### config.mk
export PLATFORM = sky130hd
export DESIGN_NAME = chunked_upload_receiver_crc32
export DESIGN_NICKNAME = d
export VERILOG_FILES = /design/src/hw/rtl/cur32_pkg.sv /design/src/hw/rtl/cur32_in_stage.sv /design/src/hw/rtl/cur32_core.sv /design/src/hw/rtl/cur32_out_stage.sv /design/src/hw/rtl/chunked_upload_receiver_crc32.sv
export VERILOG_INCLUDE_DIRS = /design/src /design/src/hw/rtl
export SDC_FILE = /design/constraint.sdc
export NUM_CORES = 1
export LEC_CHECK = 0
export CAP_MARGIN = 10
export CORE_ASPECT_RATIO = 0.5
export CORE_MARGIN = 3
export CORE_UTILIZATION = 40
export CTS_BUF_LIST = sky130_fd_sc_hd__clkbuf_8
export DETAILED_ROUTE_END_ITERATION = 6
export DONT_BUFFER_PORTS = 1
export PLACE_DENSITY_LB_ADDON = 0.15
export SLEW_MARGIN = 10
export SYNTH_ARGS = -nofsm -noshare
export SYNTH_HDL_FRONTEND = slang
export SYNTH_SLANG_ARGS = --single-unit
### constraint.sdc
create_clock -name clk -period 12.65 [get_ports clk]
set_clock_uncertainty 0.2 [all_clocks]
set_input_delay 2.53 -clock clk [delete_from_list [all_inputs] [get_ports clk]]
set_output_delay 2.53 -clock clk [all_outputs]
set_load 0.01 [all_outputs]
### src/hw/rtl/chunked_upload_receiver_crc32_macros.svh
// Assertion helpers; clk and rst_n must be in scope where used.
`ifndef CHUNKED_UPLOAD_RECEIVER_CRC32_MACROS_SVH
`define CHUNKED_UPLOAD_RECEIVER_CRC32_MACROS_SVH

// expr must hold at every clock edge out of reset
`define CUR32_ASSERT_ALWAYS(lbl, expr, msg) \
    lbl: assert property (@(posedge clk) disable iff (!rst_n) (expr)) else $error(msg);

// ante implies cons in the next cycle
`define CUR32_ASSERT_NEXT(lbl, ante, cons, msg) \
    lbl: assert property (@(posedge clk) disable iff (!rst_n) (ante) |=> (cons)) else $error(msg);

`endif

### src/hw/rtl/cur32_pkg.sv
package cur32_pkg;

    localparam logic [31:0] CRC_POLY = 32'hEDB88320;
    localparam logic [31:0] CRC_INIT = 32'hFFFFFFFF;

    typedef enum logic [2:0] {
        OP_START  = 3'd0,
        OP_HEADER = 3'd1,
        OP_BYTE   = 3'd2,
        OP_END    = 3'd3,
        OP_ABORT  = 3'd4
    } op_t;

    typedef enum logic [2:0] {
        KIND_READY = 3'd0,
        KIND_ACK   = 3'd1,
        KIND_ERROR = 3'd2,
        KIND_DONE  = 3'd3,
        KIND_ABORT = 3'd4
    } kind_t;

    typedef enum logic [2:0] {
        ERR_NONE    = 3'd0,
        ERR_BUSY    = 3'd1,
        ERR_SESSION = 3'd2,
        ERR_SEQ     = 3'd3,
        ERR_SIZE    = 3'd4,
        ERR_CRC     = 3'd5
    } err_t;

    typedef struct packed {
        logic [2:0]  op;
        logic [7:0]  xfer_id;
        logic [31:0] seq;
        logic [15:0] frame_len;
        logic [7:0]  data_byte;
        logic [31:0] size;
        logic [31:0] crc_value;
        logic [31:0] req_seq;
    } req_t;

    typedef struct packed {
        logic [2:0]  kind;
        logic [2:0]  error_code;
        logic [7:0]  out_xfer_id;
        logic [31:0] ack_seq;
        logic [31:0] byte_count;
        logic [31:0] resp_seq;
    } rsp_t;

    // Result handed from the core to the output stage
    typedef struct packed {
        logic load;
        rsp_t rsp;
    } result_t;

    // Reflected CRC-32, one byte
    function automatic logic [31:0] crc_byte(input logic [31:0] crc, input logic [7:0] b);
        logic [31:0] c;
        c = crc ^ {24'h0, b};
        for (int i = 0; i < 8; i++)
        begin
            c = c[0] ? ((c >> 1) ^ CRC_POLY) : (c >> 1);
        end
        return c;
    endfunction

endpackage

### src/hw/rtl/cur32_in_stage.sv
module cur32_in_stage (
    input  logic             clk,
    input  logic             rst_n,
    input  logic             req_valid,
    output logic             req_stall,
    input  cur32_pkg::req_t  req_data,
    input  logic             advance,
    output logic             item_valid,
    output cur32_pkg::req_t  item
);

    logic            valid_reg;
    logic            valid_next;
    cur32_pkg::req_t data_reg;

    assign req_stall  = valid_reg && !advance;
    assign item_valid = valid_reg;
    assign item       = data_reg;

    always_comb
    begin
        valid_next = valid_reg;
        if (!req_stall)
        begin
            valid_next = req_valid;
        end
    end

    always_ff @(posedge clk or negedge rst_n)
    begin
        if (!rst_n)
        begin
            valid_reg <= 1'b0;
        end
        else
        begin
            valid_reg <= valid_next;
        end
    end

    always_ff @(posedge clk)
    begin
        if (req_valid && !req_stall)
        begin
            data_reg <= req_data;
        end
    end

endmodule

### src/hw/rtl/cur32_core.sv
`include "chunked_upload_receiver_crc32_macros.svh"

module cur32_core (
    input  logic               clk,
    input  logic               rst_n,
    input  logic               go,
    input  cur32_pkg::req_t    item,
    output cur32_pkg::result_t result
);

    logic        session_open_reg, session_open_next;
    logic [7:0]  session_id_reg, session_id_next;
    logic [7:0]  next_id_reg, next_id_next;
    logic [31:0] session_req_seq_reg, session_req_seq_next;
    logic [31:0] expected_total_reg, expected_total_next;
    logic [31:0] bytes_accepted_reg, bytes_accepted_next;
    logic [31:0] next_seq_reg, next_seq_next;
    logic [31:0] running_crc_reg, running_crc_next;
    logic        frame_open_reg, frame_open_next;
    logic [15:0] frame_left_reg, frame_left_next;

    logic        do_close;
    logic [31:0] last_seq;
    logic [31:0] bumped_last_seq;
    logic [32:0] fill_sum;
    logic [7:0]  id_inc;

    assign last_seq = (next_seq_reg == 32'd0) ? 32'd0 : (next_seq_reg - 32'd1);
    // last accepted seq once this frame completes; a wrapped counter reads as none
    assign bumped_last_seq = (next_seq_reg == 32'hFFFF_FFFF) ? 32'd0 : next_seq_reg;
    assign fill_sum = {1'b0, bytes_accepted_reg} + {17'd0, item.frame_len};
    assign id_inc   = next_id_reg + 8'd1;

    always_comb
    begin
        session_open_next    = session_open_reg;
        session_id_next      = session_id_reg;
        next_id_next         = next_id_reg;
        session_req_seq_next = session_req_seq_reg;
        expected_total_next  = expected_total_reg;
        bytes_accepted_next  = bytes_accepted_reg;
        next_seq_next        = next_seq_reg;
        running_crc_next     = running_crc_reg;
        frame_open_next      = frame_open_reg;
        frame_left_next      = frame_left_reg;
        do_close             = 1'b0;
        result               = '0;

        if (go)
        begin
            case (item.op)
                cur32_pkg::OP_START:
                begin
                    result.load         = 1'b1;
                    result.rsp.resp_seq = item.req_seq;
                    if (session_open_reg)
                    begin
                        result.rsp.kind       = cur32_pkg::KIND_ERROR;
                        result.rsp.error_code = cur32_pkg::ERR_BUSY;
                    end
                    else
                    begin
                        // closed session already holds reset values elsewhere
                        session_open_next       = 1'b1;
                        session_id_next         = next_id_reg;
                        next_id_next            = (id_inc == 8'd0) ? 8'd1 : id_inc;
                        session_req_seq_next    = item.req_seq;
                        expected_total_next     = item.size;
                        result.rsp.kind         = cur32_pkg::KIND_READY;
                        result.rsp.out_xfer_id  = next_id_reg;
                        result.rsp.byte_count   = item.size;
                    end
                end
                cur32_pkg::OP_HEADER:
                begin
                    result.load = 1'b1;
                    if (!session_open_reg || item.xfer_id != session_id_reg)
                    begin
                        result.rsp.kind       = cur32_pkg::KIND_ERROR;
                        result.rsp.error_code = cur32_pkg::ERR_SESSION;
                        result.rsp.resp_seq   = session_req_seq_reg;
                    end
                    else if (frame_open_reg)
                    begin
                        result.rsp.kind       = cur32_pkg::KIND_ERROR;
                        result.rsp.error_code = cur32_pkg::ERR_SEQ;
                        result.rsp.resp_seq   = session_req_seq_reg;
                        do_close              = 1'b1;
                    end
                    else if (item.seq < next_seq_reg)
                    begin
                        // duplicate: resend last ack
                        result.rsp.kind        = cur32_pkg::KIND_ACK;
                        result.rsp.out_xfer_id = session_id_reg;
                        result.rsp.ack_seq     = last_seq;
                        result.rsp.byte_count  = bytes_accepted_reg;
                    end
                    else if (item.seq != next_seq_reg)
                    begin
                        result.rsp.kind       = cur32_pkg::KIND_ERROR;
                        result.rsp.error_code = cur32_pkg::ERR_SEQ;
                        result.rsp.resp_seq   = session_req_seq_reg;
                        do_close              = 1'b1;
                    end
                    else if (fill_sum > {1'b0, expected_total_reg})
                    begin
                        result.rsp.kind       = cur32_pkg::KIND_ERROR;
                        result.rsp.error_code = cur32_pkg::ERR_SIZE;
                        result.rsp.resp_seq   = session_req_seq_reg;
                        do_close              = 1'b1;
                    end
                    else if (item.frame_len == 16'd0)
                    begin
                        next_seq_next          = next_seq_reg + 32'd1;
                        result.rsp.kind        = cur32_pkg::KIND_ACK;
                        result.rsp.out_xfer_id = session_id_reg;
                        result.rsp.ack_seq     = bumped_last_seq;
                        result.rsp.byte_count  = bytes_accepted_reg;
                    end
                    else
                    begin
                        result.load     = 1'b0;
                        frame_open_next = 1'b1;
                        frame_left_next = item.frame_len;
                    end
                end
                cur32_pkg::OP_BYTE:
                begin
                    if (frame_open_reg)
                    begin
                        running_crc_next    = cur32_pkg::crc_byte(running_crc_reg,
                                                                  item.data_byte);
                        bytes_accepted_next = bytes_accepted_reg + 32'd1;
                        frame_left_next     = frame_left_reg - 16'd1;
                        if (frame_left_reg == 16'd1)
                        begin
                            frame_open_next        = 1'b0;
                            next_seq_next          = next_seq_reg + 32'd1;
                            result.load            = 1'b1;
                            result.rsp.kind        = cur32_pkg::KIND_ACK;
                            result.rsp.out_xfer_id = session_id_reg;
                            result.rsp.ack_seq     = bumped_last_seq;
                            result.rsp.byte_count  = bytes_accepted_next;
                        end
                    end
                end
                cur32_pkg::OP_END:
                begin
                    result.load         = 1'b1;
                    result.rsp.resp_seq = item.req_seq;
                    if (!session_open_reg)
                    begin
                        result.rsp.kind       = cur32_pkg::KIND_ERROR;
                        result.rsp.error_code = cur32_pkg::ERR_SESSION;
                    end
                    else if (frame_open_reg || bytes_accepted_reg != expected_total_reg)
                    begin
                        result.rsp.kind       = cur32_pkg::KIND_ERROR;
                        result.rsp.error_code = cur32_pkg::ERR_SIZE;
                        do_close              = 1'b1;
                    end
                    else if (~running_crc_reg != item.crc_value)
                    begin
                        result.rsp.kind       = cur32_pkg::KIND_ERROR;
                        result.rsp.error_code = cur32_pkg::ERR_CRC;
                        do_close              = 1'b1;
                    end
                    else
                    begin
                        result.rsp.kind        = cur32_pkg::KIND_DONE;
                        result.rsp.out_xfer_id = session_id_reg;
                        result.rsp.ack_seq     = last_seq;
                        result.rsp.byte_count  = bytes_accepted_reg;
                        do_close               = 1'b1;
                    end
                end
                cur32_pkg::OP_ABORT:
                begin
                    result.load         = 1'b1;
                    result.rsp.kind     = cur32_pkg::KIND_ABORT;
                    result.rsp.resp_seq = item.req_seq;
                    do_close            = 1'b1;
                end
                default:
                begin
                    result.load = 1'b0;
                end
            endcase
        end

        if (do_close)
        begin
            session_open_next    = 1'b0;
            session_id_next      = 8'd0;
            session_req_seq_next = 32'd0;
            expected_total_next  = 32'd0;
            bytes_accepted_next  = 32'd0;
            next_seq_next        = 32'd0;
            running_crc_next     = cur32_pkg::CRC_INIT;
            frame_open_next      = 1'b0;
            frame_left_next      = 16'd0;
        end
    end

    always_ff @(posedge clk or negedge rst_n)
    begin
        if (!rst_n)
        begin
            session_open_reg    <= 1'b0;
            session_id_reg      <= 8'd0;
            next_id_reg         <= 8'd1;
            session_req_seq_reg <= 32'd0;
            expected_total_reg  <= 32'd0;
            bytes_accepted_reg  <= 32'd0;
            next_seq_reg        <= 32'd0;
            running_crc_reg     <= cur32_pkg::CRC_INIT;
            frame_open_reg      <= 1'b0;
            frame_left_reg      <= 16'd0;
        end
        else
        begin
            session_open_reg    <= session_open_next;
            session_id_reg      <= session_id_next;
            next_id_reg         <= next_id_next;
            session_req_seq_reg <= session_req_seq_next;
            expected_total_reg  <= expected_total_next;
            bytes_accepted_reg  <= bytes_accepted_next;
            next_seq_reg        <= next_seq_next;
            running_crc_reg     <= running_crc_next;
            frame_open_reg      <= frame_open_next;
            frame_left_reg      <= frame_left_next;
        end
    end

    `CUR32_ASSERT_ALWAYS(a_frame_in_session, !frame_open_reg || session_open_reg, "frame open without session")
    `CUR32_ASSERT_ALWAYS(a_frame_left_nz, !frame_open_reg || frame_left_reg != 16'd0, "open frame with no bytes left")
    `CUR32_ASSERT_ALWAYS(a_id_nz, next_id_reg != 8'd0 && (!session_open_reg || session_id_reg != 8'd0), "zero transfer id")
    `CUR32_ASSERT_NEXT(a_idle_holds, !go, $stable(bytes_accepted_reg) && $stable(running_crc_reg), "state moved without an item")

endmodule

### src/hw/rtl/cur32_out_stage.sv
module cur32_out_stage (
    input  logic               clk,
    input  logic               rst_n,
    input  cur32_pkg::result_t result,
    output logic               free,
    output logic               rsp_valid,
    input  logic               rsp_stall,
    output cur32_pkg::rsp_t    rsp_data
);

    logic            valid_reg;
    logic            valid_next;
    cur32_pkg::rsp_t data_reg;

    assign free      = !valid_reg || !rsp_stall;
    assign rsp_valid = valid_reg;
    assign rsp_data  = data_reg;

    always_comb
    begin
        valid_next = valid_reg;
        if (free)
        begin
            valid_next = result.load;
        end
    end

    always_ff @(posedge clk or negedge rst_n)
    begin
        if (!rst_n)
        begin
            valid_reg <= 1'b0;
        end
        else
        begin
            valid_reg <= valid_next;
        end
    end

    always_ff @(posedge clk)
    begin
        if (free && result.load)
        begin
            data_reg <= result.rsp;
        end
    end

endmodule

### src/hw/rtl/chunked_upload_receiver_crc32.sv
// Channel   | Direction | Handshake            | Payload
// ----------+-----------+----------------------+------------------------------
// request   | in        | req_valid/req_stall  | req_data  (cur32_pkg::req_t)
// response  | out       | rsp_valid/rsp_stall  | rsp_data  (cur32_pkg::rsp_t)
//
// One request per cycle sustained while responses are not stalled; a request that
// produces a response passes the input register, then the result register,
// before rsp_valid rises.
// The per-cycle path is the core's one-byte CRC-32 update and 33-bit size check.
// rst_n is asynchronous; reset closes the session and sets the next id to 1.
// rsp_stall backs up into req_stall in the same cycle while the input register
// and the result register are both full; stalled requests and responses keep their values.
module chunked_upload_receiver_crc32 (
    input  logic            clk,
    input  logic            rst_n,
    input  logic            req_valid,
    output logic            req_stall,
    input  cur32_pkg::req_t req_data,
    output logic            rsp_valid,
    input  logic            rsp_stall,
    output cur32_pkg::rsp_t rsp_data
);

    logic               item_valid;
    cur32_pkg::req_t    item;
    logic               free;
    logic               go;
    cur32_pkg::result_t result;

    // A request in the input register is processed once the result
    // register can take whatever it produces.
    assign go = item_valid && free;

    cur32_in_stage u_in (
        .clk        (clk),
        .rst_n      (rst_n),
        .req_valid  (req_valid),
        .req_stall  (req_stall),
        .req_data   (req_data),
        .advance    (free),
        .item_valid (item_valid),
        .item       (item)
    );

    // Session state, header checks, CRC update and response build
    cur32_core u_core (
        .clk    (clk),
        .rst_n  (rst_n),
        .go     (go),
        .item   (item),
        .result (result)
    );

    cur32_out_stage u_out (
        .clk       (clk),
        .rst_n     (rst_n),
        .result    (result),
        .free      (free),
        .rsp_valid (rsp_valid),
        .rsp_stall (rsp_stall),
        .rsp_data  (rsp_data)
    );

endmodule

==> reports/results.ini <==
[floorplanning]
rows=62
core_area_um2=58400
ios=279
die_w_um=353
initial_core_util=0.412
die_y_um=179
dieArea_um2=63300

[setup_path]
cp-start-kind=register
slowest_delay_ps=790
cp_num_buf_inv=1
path_cells=ha_1 -> a21oi_1 -> o22ai_1 -> o21a_1 -> o31a_1 -> a211o_1 -> a31oi_1 -> nor3_1 -> xor2_1 -> ha_1 -> and4_1 -> nor4bb_1 -> nand2_1 -> a21oi_1 -> o32ai_2 -> a21oi_1 -> o21ba_4 -> buf_4 -> nor2_1 -> a221o_1
cp_num_cells=20
cp-end-kind=register
r2r-end=u_core.frame_left_reg[15]
cp-startpoint=u_core.bytes_accepted_reg[3]
r2r-start=u_core.bytes_accepted_reg[3]
critPathRequiredTime_ps=13010
cp_max_fo=71
crit_family=compound AO/OA/AOI/OAI gates
slowest_stage=buf_4
crit_top_cell=a21oi_1
r2r_slack_ps=5570
arrival_ps=7430
path_class=reg -> reg
rr_worst_depth=20

[clock_network]
cts_hold_buf=0
post_cts_resize_count=0
clock_latency_ps=690
cts_made_buffers=72
cts_tree=yes
root_buffer=clkbuf_8
cts_sinks=469
clkTransAtPathRegs_ps=60
cts_setup_buffers=0
clockBufferDepth=3
cts_htree_levels=3

[logic_synthesis]
netlist_instances=2309
avgSynthCellArea_um2=10.4
async_reset_ff_frac=0.418
netlist_area_um2=24100
synth_seq_area_share=0.546
synth_enable_flop_cells=273
synthDistinctLibCells=83
synth_warnings=0
syn_nets=2565
synth.ff_latch_count=469
synth_ff_type=edfxtp_1

[power_and_ir_drop]
vdd_drop_max_mv=0.138
pwr_density_cell_nw_per_um2=168
leakagePower_nw=9.91

[routing]
routed_wl_mm=67.5
vias=17500
drt_iter0_drc=1288
route.detailed.wl_per_inst_um=21.5
drcViolationCount=0
first_pass_iters=5
drt-vias-per-instance=5.57
final_antenna_net_count=0

[global_route]
antenna_found_initial=10
grt_pass1_wl_mm=105
first_global_vias=17300
grtUsageTotal=0.211
grt_max_degree=197
overflow=0

[finish]
num-nets-final=2536
synthToLayoutAreaGrowth_pct=9.19
drive_gt1_frac=0.0817
stdcell_count=3145
largest_reg_flops=163
final_cell_mix=nand2_1 (273), edfxtp_1 (273), a21oi_1 (198)

[hold_path]
whs_endpoint=u_core.frame_left_reg[11]
min_from=u_core.frame_left_reg[11]
worstHoldPathType=reg -> reg
hold_depth=1

[place]
hpwl_mm=45.1
globalplace.congestion=0.870
place_inst=3006
io_buffers=0

[timing]
tightest_slew_ps=1210
rsz0062_at_grt=false
drv_slew=0
fmax_mhz=141
finalHoldViolCount=0
post-route-period-util=0.559
final.setup.tns_ps=0
finalSetupViolations=0
relSlewSlack=0.190
fin_crit_ps=7080

[flow_run]
cap_violations=0

[outcome]
outcome=finished clean

-- synthesized netlist by cell type, drive strengths merged (52+ instances only) --
master,count,area share
a21oi,199,0.041
a31oi,63,0.016
clkbuf,107,0.017
dfrtp,163,0.17
edfxtp,273,0.34
ha,88,0.046
inv,83,0.013
nand2,274,0.043
nand3,82,0.017
nor2,187,0.029
o21ai,112,0.023
or3,52,0.014
xnor2,126,0.046
xor2,62,0.023
-- worst reg2reg max path, cell delays in order (launching register included) --
cell and delay [ps]:
dfrtp_1 480, ha_1 390, a21oi_1 160, o22ai_1 110, o21a_1 220, o31a_1 340
a211o_1 310, a31oi_1 420, nor3_1 220, xor2_1 190, ha_1 350, and4_1 190
nor4bb_1 360, nand2_1 170, a21oi_1 230, o32ai_2 150, a21oi_1 230, o21ba_4 680
buf_4 800, nor2_1 330, a221o_1 420
-- through the flow --
step / worst slack [ps] / utilization / cell area (um^2) / total power, mW / hold WS, ps
finish: 5570 / 0.450 / 26300 / 4.42 / 304
floorplan: 3090 / - / 24100 / 2.89 / 258
global placement: 5730 / 0.425 / 24800 / 3.16 / 279
global route: 4920 / 0.450 / 26300 / 4.70 / 321
detailed placement: 5520 / 0.425 / 24800 / 3.17 / 286
CTS: 5490 / 0.450 / 26300 / 4.49 / 302
-- per-layer routing --
| metal | track usage | part of all wire |
|---|---|---|
| met4 | 0.0709 | 0.026 |
| met3 | 0.0476 | 0.051 |
| met2 | 0.341 | 0.48 |
| met1 | 0.282 | 0.44 |
| met5 | 0 | 0.0010 |
-- cells by family (layout without fill, tap and decap cells) --
family | count (synthesis) | after routing | synth area share
XOR/XNOR | 188 | 188 | 0.0684
AO/OA/AOI/OAI | 543 | 543 | 0.143
multiplexers | 12 | 12 | 0.00499
other | 0 | 6 | 0
flip-flops | 469 | 469 | 0.546
AND/OR/NAND/NOR | 793 | 793 | 0.156
buffers and inverters | 215 | 245 | 0.0348
adder cells (fa/ha/maj) | 89 | 89 | 0.0466
-- worst max-delay path by stage --
stage / end / slack [ps]
6_report: u_core.frame_left_reg[15] / 5570
4_1_cts: u_core.frame_left_reg[15] / 5490
3_5_place_dp: u_core.frame_left_reg[3] / 5520
5_1_grt: u_core.frame_left_reg[3] / 4920
2_1_floorplan: u_out.rsp_data[0] / 3090
3_3_place_gp: u_core.frame_left_reg[12] / 5730
-- final cells by class --
class	instances	area (um^2)
diodes	6	15.0
clock buffers	81	1110
clock inverters	52	315
fillers	5515	32100
inverters	85	319
multi-input cells	1625	10200
flip-flops and latches	469	13100
well taps	800	1000
repair buffers	27	203
-- where the power goes --
part           leakage [nW]  internal [mW]  switching, mW
registers              5.23           1.87          0.196
logic                  3.89          0.462          0.610
clock network         0.790          0.655          0.633
No activity file was read; power rests on OpenSTA's default activity.
